**src/sv/upd_pkg.sv**
```systemverilog
`timescale 1ns / 1ps
// ----------------------------------------------------------------------------
// upd_pkg
// Types, character constants and helpers for the URI percent decoder.
// ----------------------------------------------------------------------------
package upd_pkg;

   localparam logic [7:0] CH_QUESTION = 8'h3f;
   localparam logic [7:0] CH_PERCENT  = 8'h25;
   localparam logic [7:0] CH_CASE_BIT = 8'h20;
   localparam logic [7:0] CH_DEL      = 8'h7f;
   localparam logic [7:0] CH_LOWER_A  = 8'h61;
   localparam logic [7:0] CH_LOWER_F  = 8'h66;
   localparam logic [7:0] CH_ZERO     = 8'h30;
   localparam logic [7:0] CH_NINE     = 8'h39;
   localparam logic [3:0] DIGIT_TEN   = 4'd10;

   localparam int CSR_ADDR_BITS = 3;
   localparam int QUEUE_DEPTH   = 2;

   // register index taken from paddr (one register, 4-byte spacing)
   localparam logic CSR_IDX_MODE = 1'b0;

   typedef enum logic [1:0] {
      PHASE_PLAIN  = 2'd0,
      PHASE_FIRST  = 2'd1,
      PHASE_SECOND = 2'd2
   } upd_phase_type;

   // One run of results caused by one input byte; count 0 = status only.
   typedef struct packed {
      logic [7:0]  byte0;
      logic [7:0]  byte1;
      logic [7:0]  byte2;
      logic [1:0]  count;
      logic [15:0] bad_count;
      logic        stop_hit;
      logic        done;
   } upd_job_type;

   // {valid, value}
   function automatic logic [4:0] hex_decode(input logic [7:0] ch);
      logic [7:0] low;
      low = ch | CH_CASE_BIT;
      if (ch >= CH_ZERO && ch <= CH_NINE)
         hex_decode = {1'b1, ch[3:0]};
      else if (low >= CH_LOWER_A && low <= CH_LOWER_F)
         hex_decode = {1'b1, 4'(low[3:0] + 4'd9)};
      else
         hex_decode = 5'd0;
   endfunction

   // restored first digit, lower case
   function automatic logic [7:0] hex_char(input logic [3:0] h);
      if (h < DIGIT_TEN)
         hex_char = {4'h3, h};
      else
         hex_char = 8'(CH_LOWER_A - 8'(DIGIT_TEN) + {4'h0, h});
   endfunction

endpackage

```
**src/sv/uri_percent_decoder.sv**
```systemverilog
`timescale 1ns / 1ps
// ----------------------------------------------------------------------------
// uri_percent_decoder
// Streaming %XX decoder with URI/redirect stop rules and a bad-escape count.
// ----------------------------------------------------------------------------
//  port group  | role                   | transaction
//  req_*       | source byte in         | req_valid high, req_stall low
//  rsp_*       | decoded result out     | rsp_valid high, rsp_stall low
//  csr_*       | APB register access    | psel, penable, pready high (pwrite for a write)
//
//  One source byte is taken per cycle while req_stall is low. A byte causing
//  two results or a restored escape (three results) holds the result side
//  while its results go out in turn. The two-entry job queue takes one more
//  byte behind it, then req_stall rises. An accepted byte goes through the job
//  queue and then the output register.
//  Reset is synchronous and clears decode state, queue, output and mode.
//  A stalled result holds in the output register; the front fills the queue.
// ----------------------------------------------------------------------------
module uri_percent_decoder #(
   parameter int ERROR_COUNT_BITS = 16
) (
   input  logic        clock,
   input  logic        reset,
   // source bytes
   input  logic        req_valid,
   output logic        req_stall,
   input  logic [7:0]  req_in_byte,
   input  logic        req_end_of_string,
   // results
   output logic        rsp_valid,
   input  logic        rsp_stall,
   output logic [7:0]  rsp_out_byte,
   output logic        rsp_byte_valid,
   output logic        rsp_last_of_run,
   output logic [15:0] rsp_bad_count,
   output logic        rsp_stop_hit,
   output logic        rsp_string_done,
   // register port
   input  logic        csr_psel,
   input  logic        csr_penable,
   input  logic        csr_pwrite,
   input  logic [upd_pkg::CSR_ADDR_BITS-1:0] csr_paddr,
   input  logic [31:0] csr_pwdata,
   output logic [31:0] csr_prdata,
   output logic        csr_pready
);

   logic [1:0]           mode_ff;
   logic                 csr_hit;
   logic                 push, pop, q_empty, q_full;
   upd_pkg::upd_job_type push_job, head_job;

   // Register 0 (unescape_mode) answers at byte addresses 0 to 3 (paddr[2] low);
   // addresses 4 to 7 are ignored on write and read as zero.
   assign csr_pready = 1'b1;
   assign csr_hit    = csr_paddr[upd_pkg::CSR_ADDR_BITS-1] == upd_pkg::CSR_IDX_MODE;

   always_ff @(posedge clock) begin
      if (reset) begin
         mode_ff <= 2'd0;
      end else if (csr_psel && csr_penable && csr_pwrite && csr_pready && csr_hit) begin
         mode_ff <= csr_pwdata[1:0];
      end
   end

   assign csr_prdata = csr_hit ? {30'd0, mode_ff} : 32'd0;

   // Front: classifies each byte and keeps the escape state.
   upd_front #(
      .ERROR_COUNT_BITS(ERROR_COUNT_BITS)
   ) u_front (
      .clock             (clock),
      .reset             (reset),
      .req_valid         (req_valid),
      .req_stall         (req_stall),
      .req_in_byte       (req_in_byte),
      .req_end_of_string (req_end_of_string),
      .mode              (mode_ff),
      .queue_full        (q_full),
      .push              (push),
      .job               (push_job)
   );

   // Queue: decouples the two halves.
   upd_queue u_queue (
      .clock    (clock),
      .reset    (reset),
      .push     (push),
      .push_job (push_job),
      .pop      (pop),
      .head_job (head_job),
      .empty    (q_empty),
      .full     (q_full)
   );

   // Back: one result transaction per cycle into the output register while not stalled.
   upd_back u_back (
      .clock           (clock),
      .reset           (reset),
      .head_job        (head_job),
      .queue_empty     (q_empty),
      .pop             (pop),
      .rsp_valid       (rsp_valid),
      .rsp_stall       (rsp_stall),
      .rsp_out_byte    (rsp_out_byte),
      .rsp_byte_valid  (rsp_byte_valid),
      .rsp_last_of_run (rsp_last_of_run),
      .rsp_bad_count   (rsp_bad_count),
      .rsp_stop_hit    (rsp_stop_hit),
      .rsp_string_done (rsp_string_done)
   );

endmodule

```
**src/sv/upd_front.sv**
```systemverilog
`timescale 1ns / 1ps
// ----------------------------------------------------------------------------
// upd_front
// Takes source bytes, runs the escape FSM, emits a job per byte with output.
// ----------------------------------------------------------------------------
module upd_front #(
   parameter int ERROR_COUNT_BITS = 16
) (
   input  logic                clock,
   input  logic                reset,
   input  logic                req_valid,
   output logic                req_stall,
   input  logic [7:0]          req_in_byte,
   input  logic                req_end_of_string,
   input  logic [1:0]          mode,
   input  logic                queue_full,
   output logic                push,
   output upd_pkg::upd_job_type job
);

   upd_pkg::upd_phase_type phase_ff, phase_in;
   logic [3:0]  nib_ff, nib_in;
   logic [7:0]  first_ff, first_in;
   logic [ERROR_COUNT_BITS-1:0] tally_ff, tally_in;
   logic        stop_ff, stop_in;
   logic        accept, bad, uri, redir, letter;
   logic [4:0]  hex;
   logic [7:0]  val, b0, b1, b2;
   logic [1:0]  cnt;
   logic [15:0] rep;

   assign req_stall = queue_full;
   assign accept    = req_valid && !queue_full;
   assign uri       = mode[0];
   assign redir     = mode[1];
   assign hex       = upd_pkg::hex_decode(req_in_byte);
   assign val       = {nib_ff, hex[3:0]};
   assign letter    = hex[3:0] >= upd_pkg::DIGIT_TEN;

   always_comb begin
      phase_in = phase_ff;
      nib_in   = nib_ff;
      first_in = first_ff;
      stop_in  = stop_ff;
      bad      = 1'b0;
      cnt      = 2'd0;
      b0       = 8'd0;
      b1       = 8'd0;
      b2       = 8'd0;
      if (!stop_ff) begin
         case (phase_ff)
            upd_pkg::PHASE_PLAIN: begin
               if (req_in_byte == upd_pkg::CH_QUESTION && (uri || redir)) begin
                  b0      = req_in_byte;
                  cnt     = 2'd1;
                  stop_in = 1'b1;
               end else if (req_in_byte == upd_pkg::CH_PERCENT) begin
                  phase_in = upd_pkg::PHASE_FIRST;
               end else begin
                  b0  = req_in_byte;
                  cnt = 2'd1;
               end
            end
            upd_pkg::PHASE_FIRST: begin
               if (hex[4]) begin
                  nib_in   = hex[3:0];
                  first_in = req_in_byte;
                  phase_in = upd_pkg::PHASE_SECOND;
               end else begin
                  bad      = 1'b1;
                  b0       = upd_pkg::CH_PERCENT;
                  b1       = req_in_byte;
                  cnt      = 2'd2;
                  phase_in = upd_pkg::PHASE_PLAIN;
               end
            end
            upd_pkg::PHASE_SECOND: begin
               phase_in = upd_pkg::PHASE_PLAIN;
               if (hex[4]) begin
                  if (letter && uri) begin
                     b0  = val;
                     cnt = 2'd1;
                     if (val == upd_pkg::CH_QUESTION) stop_in = 1'b1;
                  end else if (redir) begin
                     if (letter && val == upd_pkg::CH_QUESTION) begin
                        b0      = val;
                        cnt     = 2'd1;
                        stop_in = 1'b1;
                     end else if (val > upd_pkg::CH_PERCENT && val < upd_pkg::CH_DEL) begin
                        b0  = val;
                        cnt = 2'd1;
                     end else begin
                        b0  = upd_pkg::CH_PERCENT;
                        b1  = first_ff;
                        b2  = req_in_byte;
                        cnt = 2'd3;
                     end
                  end else begin
                     b0  = val;
                     cnt = 2'd1;
                  end
               end else begin
                  bad = 1'b1;
                  b0  = upd_pkg::CH_PERCENT;
                  b1  = upd_pkg::hex_char(nib_ff);
                  b2  = req_in_byte;
                  cnt = 2'd3;
               end
            end
            default: begin
               phase_in = upd_pkg::PHASE_PLAIN;
            end
         endcase
      end
      tally_in = (bad && tally_ff != '1) ? tally_ff + 1'b1 : tally_ff;
   end

   // report width is fixed at 16, saturated
   generate
      if (ERROR_COUNT_BITS > 16) begin : g_wide
         assign rep = (|tally_in[ERROR_COUNT_BITS-1:16]) ? 16'hffff : tally_in[15:0];
      end else begin : g_narrow
         assign rep = 16'(tally_in);
      end
   endgenerate

   assign push          = accept && (cnt != 2'd0 || req_end_of_string);
   assign job.byte0     = b0;
   assign job.byte1     = b1;
   assign job.byte2     = b2;
   assign job.count     = cnt;
   assign job.bad_count = rep;
   assign job.stop_hit  = stop_in;
   assign job.done      = req_end_of_string;

   always_ff @(posedge clock) begin
      if (reset) begin
         phase_ff <= upd_pkg::PHASE_PLAIN;
         nib_ff   <= 4'd0;
         first_ff <= 8'd0;
         tally_ff <= '0;
         stop_ff  <= 1'b0;
      end else if (accept) begin
         if (req_end_of_string) begin
            phase_ff <= upd_pkg::PHASE_PLAIN;
            nib_ff   <= 4'd0;
            first_ff <= 8'd0;
            tally_ff <= '0;
            stop_ff  <= 1'b0;
         end else begin
            phase_ff <= phase_in;
            nib_ff   <= nib_in;
            first_ff <= first_in;
            tally_ff <= tally_in;
            stop_ff  <= stop_in;
         end
      end
   end

endmodule

```
**src/sv/upd_queue.sv**
```systemverilog
`timescale 1ns / 1ps
// ----------------------------------------------------------------------------
// upd_queue
// Two-entry job queue between front and back.
// ----------------------------------------------------------------------------
module upd_queue (
   input  logic                 clock,
   input  logic                 reset,
   input  logic                 push,
   input  upd_pkg::upd_job_type push_job,
   input  logic                 pop,
   output upd_pkg::upd_job_type head_job,
   output logic                 empty,
   output logic                 full
);

   localparam int PtrBits = $clog2(upd_pkg::QUEUE_DEPTH);
   localparam int CntBits = $clog2(upd_pkg::QUEUE_DEPTH + 1);

   upd_pkg::upd_job_type entry_ff [upd_pkg::QUEUE_DEPTH];
   logic [PtrBits-1:0] wr_ptr_ff, rd_ptr_ff;
   logic [CntBits-1:0] count_ff;
   logic do_pop;

   assign empty    = count_ff == '0;
   assign full     = count_ff == CntBits'(upd_pkg::QUEUE_DEPTH);
   assign head_job = entry_ff[rd_ptr_ff];
   assign do_pop   = pop && !empty;

   always_ff @(posedge clock) begin
      if (push) entry_ff[wr_ptr_ff] <= push_job;
   end

   always_ff @(posedge clock) begin
      if (reset) begin
         wr_ptr_ff <= '0;
         rd_ptr_ff <= '0;
         count_ff  <= '0;
      end else begin
         if (push) wr_ptr_ff <= PtrBits'((32'(wr_ptr_ff) + 1) % upd_pkg::QUEUE_DEPTH);
         if (do_pop) rd_ptr_ff <= PtrBits'((32'(rd_ptr_ff) + 1) % upd_pkg::QUEUE_DEPTH);
         if (push && !do_pop)
            count_ff <= count_ff + 1'b1;
         else if (do_pop && !push)
            count_ff <= count_ff - 1'b1;
      end
   end

endmodule

```
**src/sv/upd_back.sv**
```systemverilog
`timescale 1ns / 1ps
// ----------------------------------------------------------------------------
// upd_back
// Unrolls each job into result transactions through an output register.
// ----------------------------------------------------------------------------
module upd_back (
   input  logic                 clock,
   input  logic                 reset,
   input  upd_pkg::upd_job_type head_job,
   input  logic                 queue_empty,
   output logic                 pop,
   output logic                 rsp_valid,
   input  logic                 rsp_stall,
   output logic [7:0]           rsp_out_byte,
   output logic                 rsp_byte_valid,
   output logic                 rsp_last_of_run,
   output logic [15:0]          rsp_bad_count,
   output logic                 rsp_stop_hit,
   output logic                 rsp_string_done
);

   logic [1:0]  idx_ff;
   logic        valid_ff;
   logic [7:0]  byte_ff, byte_sel;
   logic        bvalid_ff, last_ff, stop_ff, done_ff;
   logic [15:0] bad_ff;
   logic        load, fin;
   logic [1:0]  last_idx;

   assign load     = !valid_ff || !rsp_stall;
   assign last_idx = (head_job.count == 2'd0) ? 2'd0 : head_job.count - 2'd1;
   assign fin      = idx_ff == last_idx;
   assign pop      = load && !queue_empty && fin;

   always_comb begin
      case (idx_ff)
         2'd0:    byte_sel = head_job.byte0;
         2'd1:    byte_sel = head_job.byte1;
         2'd2:    byte_sel = head_job.byte2;
         default: byte_sel = 8'd0;
      endcase
   end

   always_ff @(posedge clock) begin
      if (reset) begin
         valid_ff <= 1'b0;
         idx_ff   <= 2'd0;
      end else if (load) begin
         valid_ff <= !queue_empty;
         if (!queue_empty) idx_ff <= fin ? 2'd0 : idx_ff + 2'd1;
      end
   end

   always_ff @(posedge clock) begin
      if (load) begin
         byte_ff   <= byte_sel;
         bvalid_ff <= head_job.count != 2'd0;
         last_ff   <= fin;
         bad_ff    <= head_job.bad_count;
         stop_ff   <= head_job.stop_hit;
         done_ff   <= fin && head_job.done;
      end
   end

   assign rsp_valid       = valid_ff;
   assign rsp_out_byte    = byte_ff;
   assign rsp_byte_valid  = bvalid_ff;
   assign rsp_last_of_run = last_ff;
   assign rsp_bad_count   = bad_ff;
   assign rsp_stop_hit    = stop_ff;
   assign rsp_string_done = done_ff;

endmodule

```
**config.mk**
```make
export PLATFORM = sky130hd
export DESIGN_NAME = uri_percent_decoder
export DESIGN_NICKNAME = d
export VERILOG_FILES = /design/src/sv/upd_pkg.sv /design/src/sv/uri_percent_decoder.sv /design/src/sv/upd_front.sv /design/src/sv/upd_queue.sv /design/src/sv/upd_back.sv
export SDC_FILE = /design/constraint.sdc
export NUM_CORES = 1
export LEC_CHECK = 0
export ABC_AREA = 0
export BUFFER_PORTS_ARGS = -buffer_cell sky130_fd_sc_hd__buf_4
export CORE_UTILIZATION = 47
export DETAILED_ROUTE_END_ITERATION = 16
export PLACE_DENSITY = 0.73
export SYNTH_ARGS = -nofsm -noshare
export SYNTH_HDL_FRONTEND = slang
export SYNTH_SLANG_ARGS = --single-unit
```
**constraint.sdc**
```tcl
create_clock -name clock -period 7 [get_ports clock]
set_clock_uncertainty 0.2 [all_clocks]
set_input_delay 1.05 -clock clock [delete_from_list [all_inputs] [get_ports clock]]
set_output_delay 1.05 -clock clock [all_outputs]
set_load 0.02 [all_outputs]
```
=== Yosys cells after proc, flatten, opt, wreduce, memory -nomap -nowiden ===
Memories as Yosys holds them, arrays and structs flattened. A register that Yosys moved wholly into a read port is not among the register bits.
Cells that the tools add are included.

* Bits in registers: 68
* Output and inout bits: 63
* Memories kept: 1
* Memory bits (writable): 88
* Bits of input ports: 51
* Logic and storage cells: 166

* Reduce and logical (&&, ||, !) cells: 40
* Eq/ne operators: 13
* Magnitude comparators: 8
* Bitwise operators: 2
* Mux-type cells: 76
* $add $sub $neg: 9

{| class="wikitable"
|+ Memories
! name !! depth !! bits a word !! read ports !! clocked after Yosys merged registers in !! wr ports !! line !! source
|-
| u_queue.entry_ff || 2 || 44 || 1 || 1 || 1 || upd_queue.sv:20 || <nowiki>upd_pkg::upd_job_type entry_ff [upd_pkg::QUEUE_DEPTH];</nowiki>
|}

{| class="wikitable"
|+ Operators by type and width
! kind !! count
|-
| $mux W8 || 27
|-
| $pmux W8 S3 || 2
|-
| $mux W2 || 18
|-
| $mux W16 || 2
|-
| $eq A8 B6 Y1 const B || 3
|-
| $logic_and A1 B1 Y1 || 18
|-
| $add A16 B1 Y16 const B || 1
|-
| $mux W1 || 16
|-
| $mux W4 || 4
|-
| $ne A16 B16 Y1 const B || 1
|-
| $pmux W8 S2 || 1
|-
| $mux W5 || 2
|-
| $reduce_bool A2 Y1 || 5
|-
| $add A7 B4 Y8 const A || 1
|-
| $ge A8 B6 Y1 const B || 1
|-
| $ge A8 B7 Y1 const B || 1
|-
| $gt A8 B6 Y1 const B || 1
|-
| $le A8 B6 Y1 const B || 1
|-
| $le A8 B7 Y1 const B || 1
|-
| $logic_not A2 Y1 || 4
|-
| $lt A8 B7 Y1 const B || 1
|-
| $reduce_and A4 Y1 || 2
|-
| $eq A2 B2 Y1 const B || 3
|-
| $logic_not A1 Y1 || 6
|-
| other kinds (19) || 26
|}

=== Longest topological paths before layout ===
* Word-level depth: 20
* Mapped depth: 14
* Gate-level depth less buffers: 14

=== Cells and area by module ===
A second synthesis with hierarchy kept.

* Cells, all modules: 633
* Area total of the unflattened synthesis: 7,597.3 sq um

{| class="wikitable"
|+ Modules (own cells, without submodules)
! module !! instances !! seq. area each (sq um) !! cells each !! area each (sq um)
|-
| upd_queue || 1 || 2,742.6 || 159 || 3,382.0
|-
| upd_front || 1 || 620.6 || 354 || 2,651.3
|-
| upd_back || 1 || 900.9 || 76 || 1,211.2
|-
| uri_percent_decoder || 1 || 40.0 || 44 || 352.8
|}

=== Worst setup path after synthesis ===
No wires, ideal clock.

* Kind: input to register
* Start point: in req_in_byte[7]
* End point: mem u_queue.entry_ff[0][0] (netlist name), enable pin
* Arrival time: 4,905 ps
* Path slack: 1,450 ps
* Buffers on the path: 0
* Stages: 8
* Data required time: 6,355 ps
* Setup time: 445 ps
* Cell sequence: or4b_1 a311o_1 o2bb2ai_1 nor4_4 o311ai_4 a211oi_4 o31ai_4 nor2_1

{| class="wikitable"
|+ RTL lines
! what !! line !! source
|-
| from (decl) || uri_percent_decoder.sv:27 || <nowiki>input logic [7:0] req_in_byte,</nowiki>
|-
| to (decl) || upd_queue.sv:20 ||
|}

==> impl_results.md <==
* Post-CTS resize count at 0
* Clock power frac at 0.336
* First-pass GRT wire length at 24.4 mm
* Post-synth top cells: 116 x edfxtp_1, 56 x nor2_1, 41 x dfxtp_1
* Fillers at between 1k and 1.5k
* Maximum VDD drop at 0.000177 V
* WL/cell at between 15 and 20 um
* Largest net degree at the start of global routing at between 40 and 50
* Setup_tns at 0 ps
* Net Sw Frac at 0.280
* Global route overflow at 0
* Post-Synthesis Cells at around 620
* Vias/cell at 5.86
* Max Fanout on Critical Path at 30
* Pwr per Cell Area at ~330 nW/um^2
* Worst EP arrival at around 4600 ps
* N_diodes at 0
* Fmax at 0.215 GHz
* Final std cell area, no fill at ~8300 um^2
* Startpoint Class: primary input
* Normalized max-slew margin at 0.374
* Cell type with the largest total area after synthesis: edfxtp_1
* MaxCap Viol Count at 0
* Post-synth EDFFs at 116
* Setup bufs post-CTS at 0
* Most common cell in the netlist: edfxtp_1
* TritonCTS clock tree: built
* Post-synthesis sequential area ratio at 0.588
* Iter 0 DRT Violations at just over 700
* Vias in the first global route at between 4k and 5k
* Die span in y at 127 um
* FFs w/ async S/R, synth at 0
* Slew Limit Fails at 0
* Cell Area, Synth at approximately 7300 um^2
* Final HPWL DP at between 10 and 15 mm
* RSZ-0062 raised after global routing: no
* Layout area overhead at 13.9%
* Syn_area_per_cell at ~12 um^2
* Worst setup margin at roughly 2400 ps
* WP data required at just under 7000 ps
* Switching power at 773 uW
* Comb pwr share at 0.211
* Antenna violations before repair at 0
* Critical path endpoint: u_queue.entry_ff[0][34]$_DFFE_PP_
* Setup WS pre-CTS at around 1900 ps
* Period minus WS final at ~4600 ps
* Hold-fix buffer count after cts at 0
* Hold Violations, Final at 0
* Total GRT Usage at 0.197
* Total CTS buffers at 17
* Count of input and output buffers at 50
* CTS Root Cell: clkbuf_16
* Reg-to-reg slack, setup at roughly 3400 ps
* DRC viols at 0
* Routed Antenna Nets at 0
* Placed standard-cell area at between 7000 and 8000 um^2
* Reg power frac at 0.453
* Yosys top cell area share at 0.476
* Netlist cell types at between 50 and 60
* Slowest Stage Delay on Critical Path at about 750 ps
* Final GP Congestion at approximately 0.9
* Status: finished clean
* Cell Count, Final, Fillers Out at 862
* Crit-path slowest cell: nor2_4
* Int Pwr at about 2000 uW
* Final WL at ~15 mm
* Setup crit start: req_in_byte[7]
* DIE WIDTH at approximately 130 um
* Initial Utilization at 0.482
* Top post-synthesis cells by area: edfxtp_1 48%, dfxtp_1 11%, buf_4 3.2%
* Depth of the CTS H-tree at 4
* Top Ports at 114
* Main synth FF type: edfxtp_1
* Final setup vio count at 0
* Via Count at 5054
* Max clock buf depth at 2
* Core area at 15200 um^2
* CTS sink cnt at roughly 160
* Share of cells above drive strength 1 at 0.172
* Worst R2R Path Depth at 8
* Critical-path cell list: buf_4 -> or4b_1 -> a311o_1 -> o2bb2ai_1 -> nor4_4 -> o311ai_4 -> a211oi_4 -> o31ai_4 -> nor2_4 -> buf_4
* Inst Count DP at 830
* Syn. warnings at 0
* Measured slew at the worst slew-check pin at 937 ps
* Class of the worst hold path: reg -> reg
* Yosys reg bits at ~160
* Kind of critical path: in -> reg
* Hold Startpoint: u_front.phase_ff[1]$_SDFFE_PP0P_
* Final clock period utilization by the worst path at 0.663
* LEAKAGE at roughly 0.0031 uW
* Worst path most repeated cell: buf_4
* Clock transition at the registers of the reported paths at 60 ps
* CP endpoint kind: flip-flop
* FF-to-FF End: u_queue.entry_ff[0][34]$_DFFE_PP_
* Skew-Pair Late Insertion Delay at ~420 ps
* Initial DRT Pass Iterations at 7
* Nets@finish at 730
* Die ar. at 16100 um^2
* Num rows at 45
* Worst R2R Start: u_front.nib_ff[1]$_SDFFE_PP0P_
* Hold WS at 300 ps
==> layer usage <==
| layer | vias to the layer above | routed length (um) | global-route usage |
|---|---|---|---|
| met5 | - | 0 | 0 |
| met4 | 0 | 338 | 0.0791 |
| met3 | 40 | 1020 | 0.0405 |
| met2 | 228 | 7120 | 0.323 |
| met1 | 2446 | 6710 | 0.256 |
| li1 | 2340 | - | - |
==> how the worst min path moves through the flow <==
stage | end | slack (ps) | cells past startpoint
finish | u_front.phase_ff[1]$_SDFFE_PP0P_ | 300 | 2
global route | u_front.first_ff[1]$_SDFFE_PP0P_ | 320 | 2
CTS | u_front.phase_ff[1]$_SDFFE_PP0P_ | 300 | 2
detailed placement | u_front.first_ff[1]$_SDFFE_PP0P_ | 290 | 2
global placement | u_front.first_ff[3]$_SDFFE_PP0P_ | 280 | 2
floorplan | u_front.first_ff[6]$_SDFFE_PP0P_ | 270 | 2
==> registers in the layout, indices dropped and copies added, names as in the netlist, 4 cells and up, named ones only <==
signal and flops:
u_back.rsp_out_byte 8, u_front.nib_ff 4, u_front.first_ff 8, u_queue.entry_ff 88, u_back.rsp_bad_count 16, u_front.tally_ff 16
==> logic make-up (layout without fill, tap and decap cells) <==
kind of cell | Yosys count | after routing | synth area share
simple gates | 181 | 181 | 0.127
flops | 157 | 157 | 0.588
compound gates | 140 | 140 | 0.137
buf+inv | 80 | 104 | 0.0574
mux | 25 | 25 | 0.0379
fa+ha+maj | 18 | 18 | 0.0308
xor+xnor | 18 | 18 | 0.0215
other cells | 2 | 31 | 0.00103
==> layout make-up <==
| cell class | count | area [um^2] | share of cell area |
|---|---|---|---|
| clock inverters | 13 | 164 | 0.0197 |
| inverters | 16 | 60.1 | 0.00720 |
| clock buffers | 19 | 433 | 0.0519 |
| flip-flops and latches | 157 | 4300 | 0.516 |
| multi-input cells | 413 | 2720 | 0.326 |
| repair buffers | 56 | 420 | 0.0504 |
| well taps | 188 | 235 | 0.0282 |
==> cells in the final DEF (no fill, tap or decap), types with 9 or more instances in the layout <==
cell type / count
a222oi_1: 14
nand2_1: 40
buf_4: 56
a21oi_1: 35
dfxtp_1: 41
ha_1: 18
edfxtp_1: 116
nor3_1: 9
o21ai_0: 24
xnor2_1: 10
nor2b_1: 11
clkbuf_16: 17
a22oi_1: 24
conb_1: 31
nor2_1: 54
mux2_2: 18
a211oi_1: 10
inv_1: 16
==> power groups by stage <==
| stage | clock network [uW] | registers [uW] | logic (uW) |
|---|---|---|---|
| 2_1_floorplan | 0 | 1350 | 310 |
| 3_3_place_gp | 0 | 1260 | 570 |
| 3_5_place_dp | 0 | 1270 | 582 |
| 4_1_cts | 933 | 1250 | 585 |
| 5_1_grt | 975 | 1270 | 629 |
| 6_report | 926 | 1250 | 581 |
==> critical path, delay by kind of cell <==
| family | cells | cell delay (ps) |
|---|---|---|
| AND/OR/NAND/NOR | 3 | 1650 |
| buffers and inverters | 2 | 520 |
| AO/OA/AOI/OAI | 5 | 1300 |
==> through the flow <==
step                       util  total power (uW)
after floorplan               -              1660
after global placement    0.509              1830
after detailed placement  0.509              1850
after CTS                 0.549              2770
after global routing      0.549              2870
final                     0.549              2760
(Power assumes the default switching activity.)
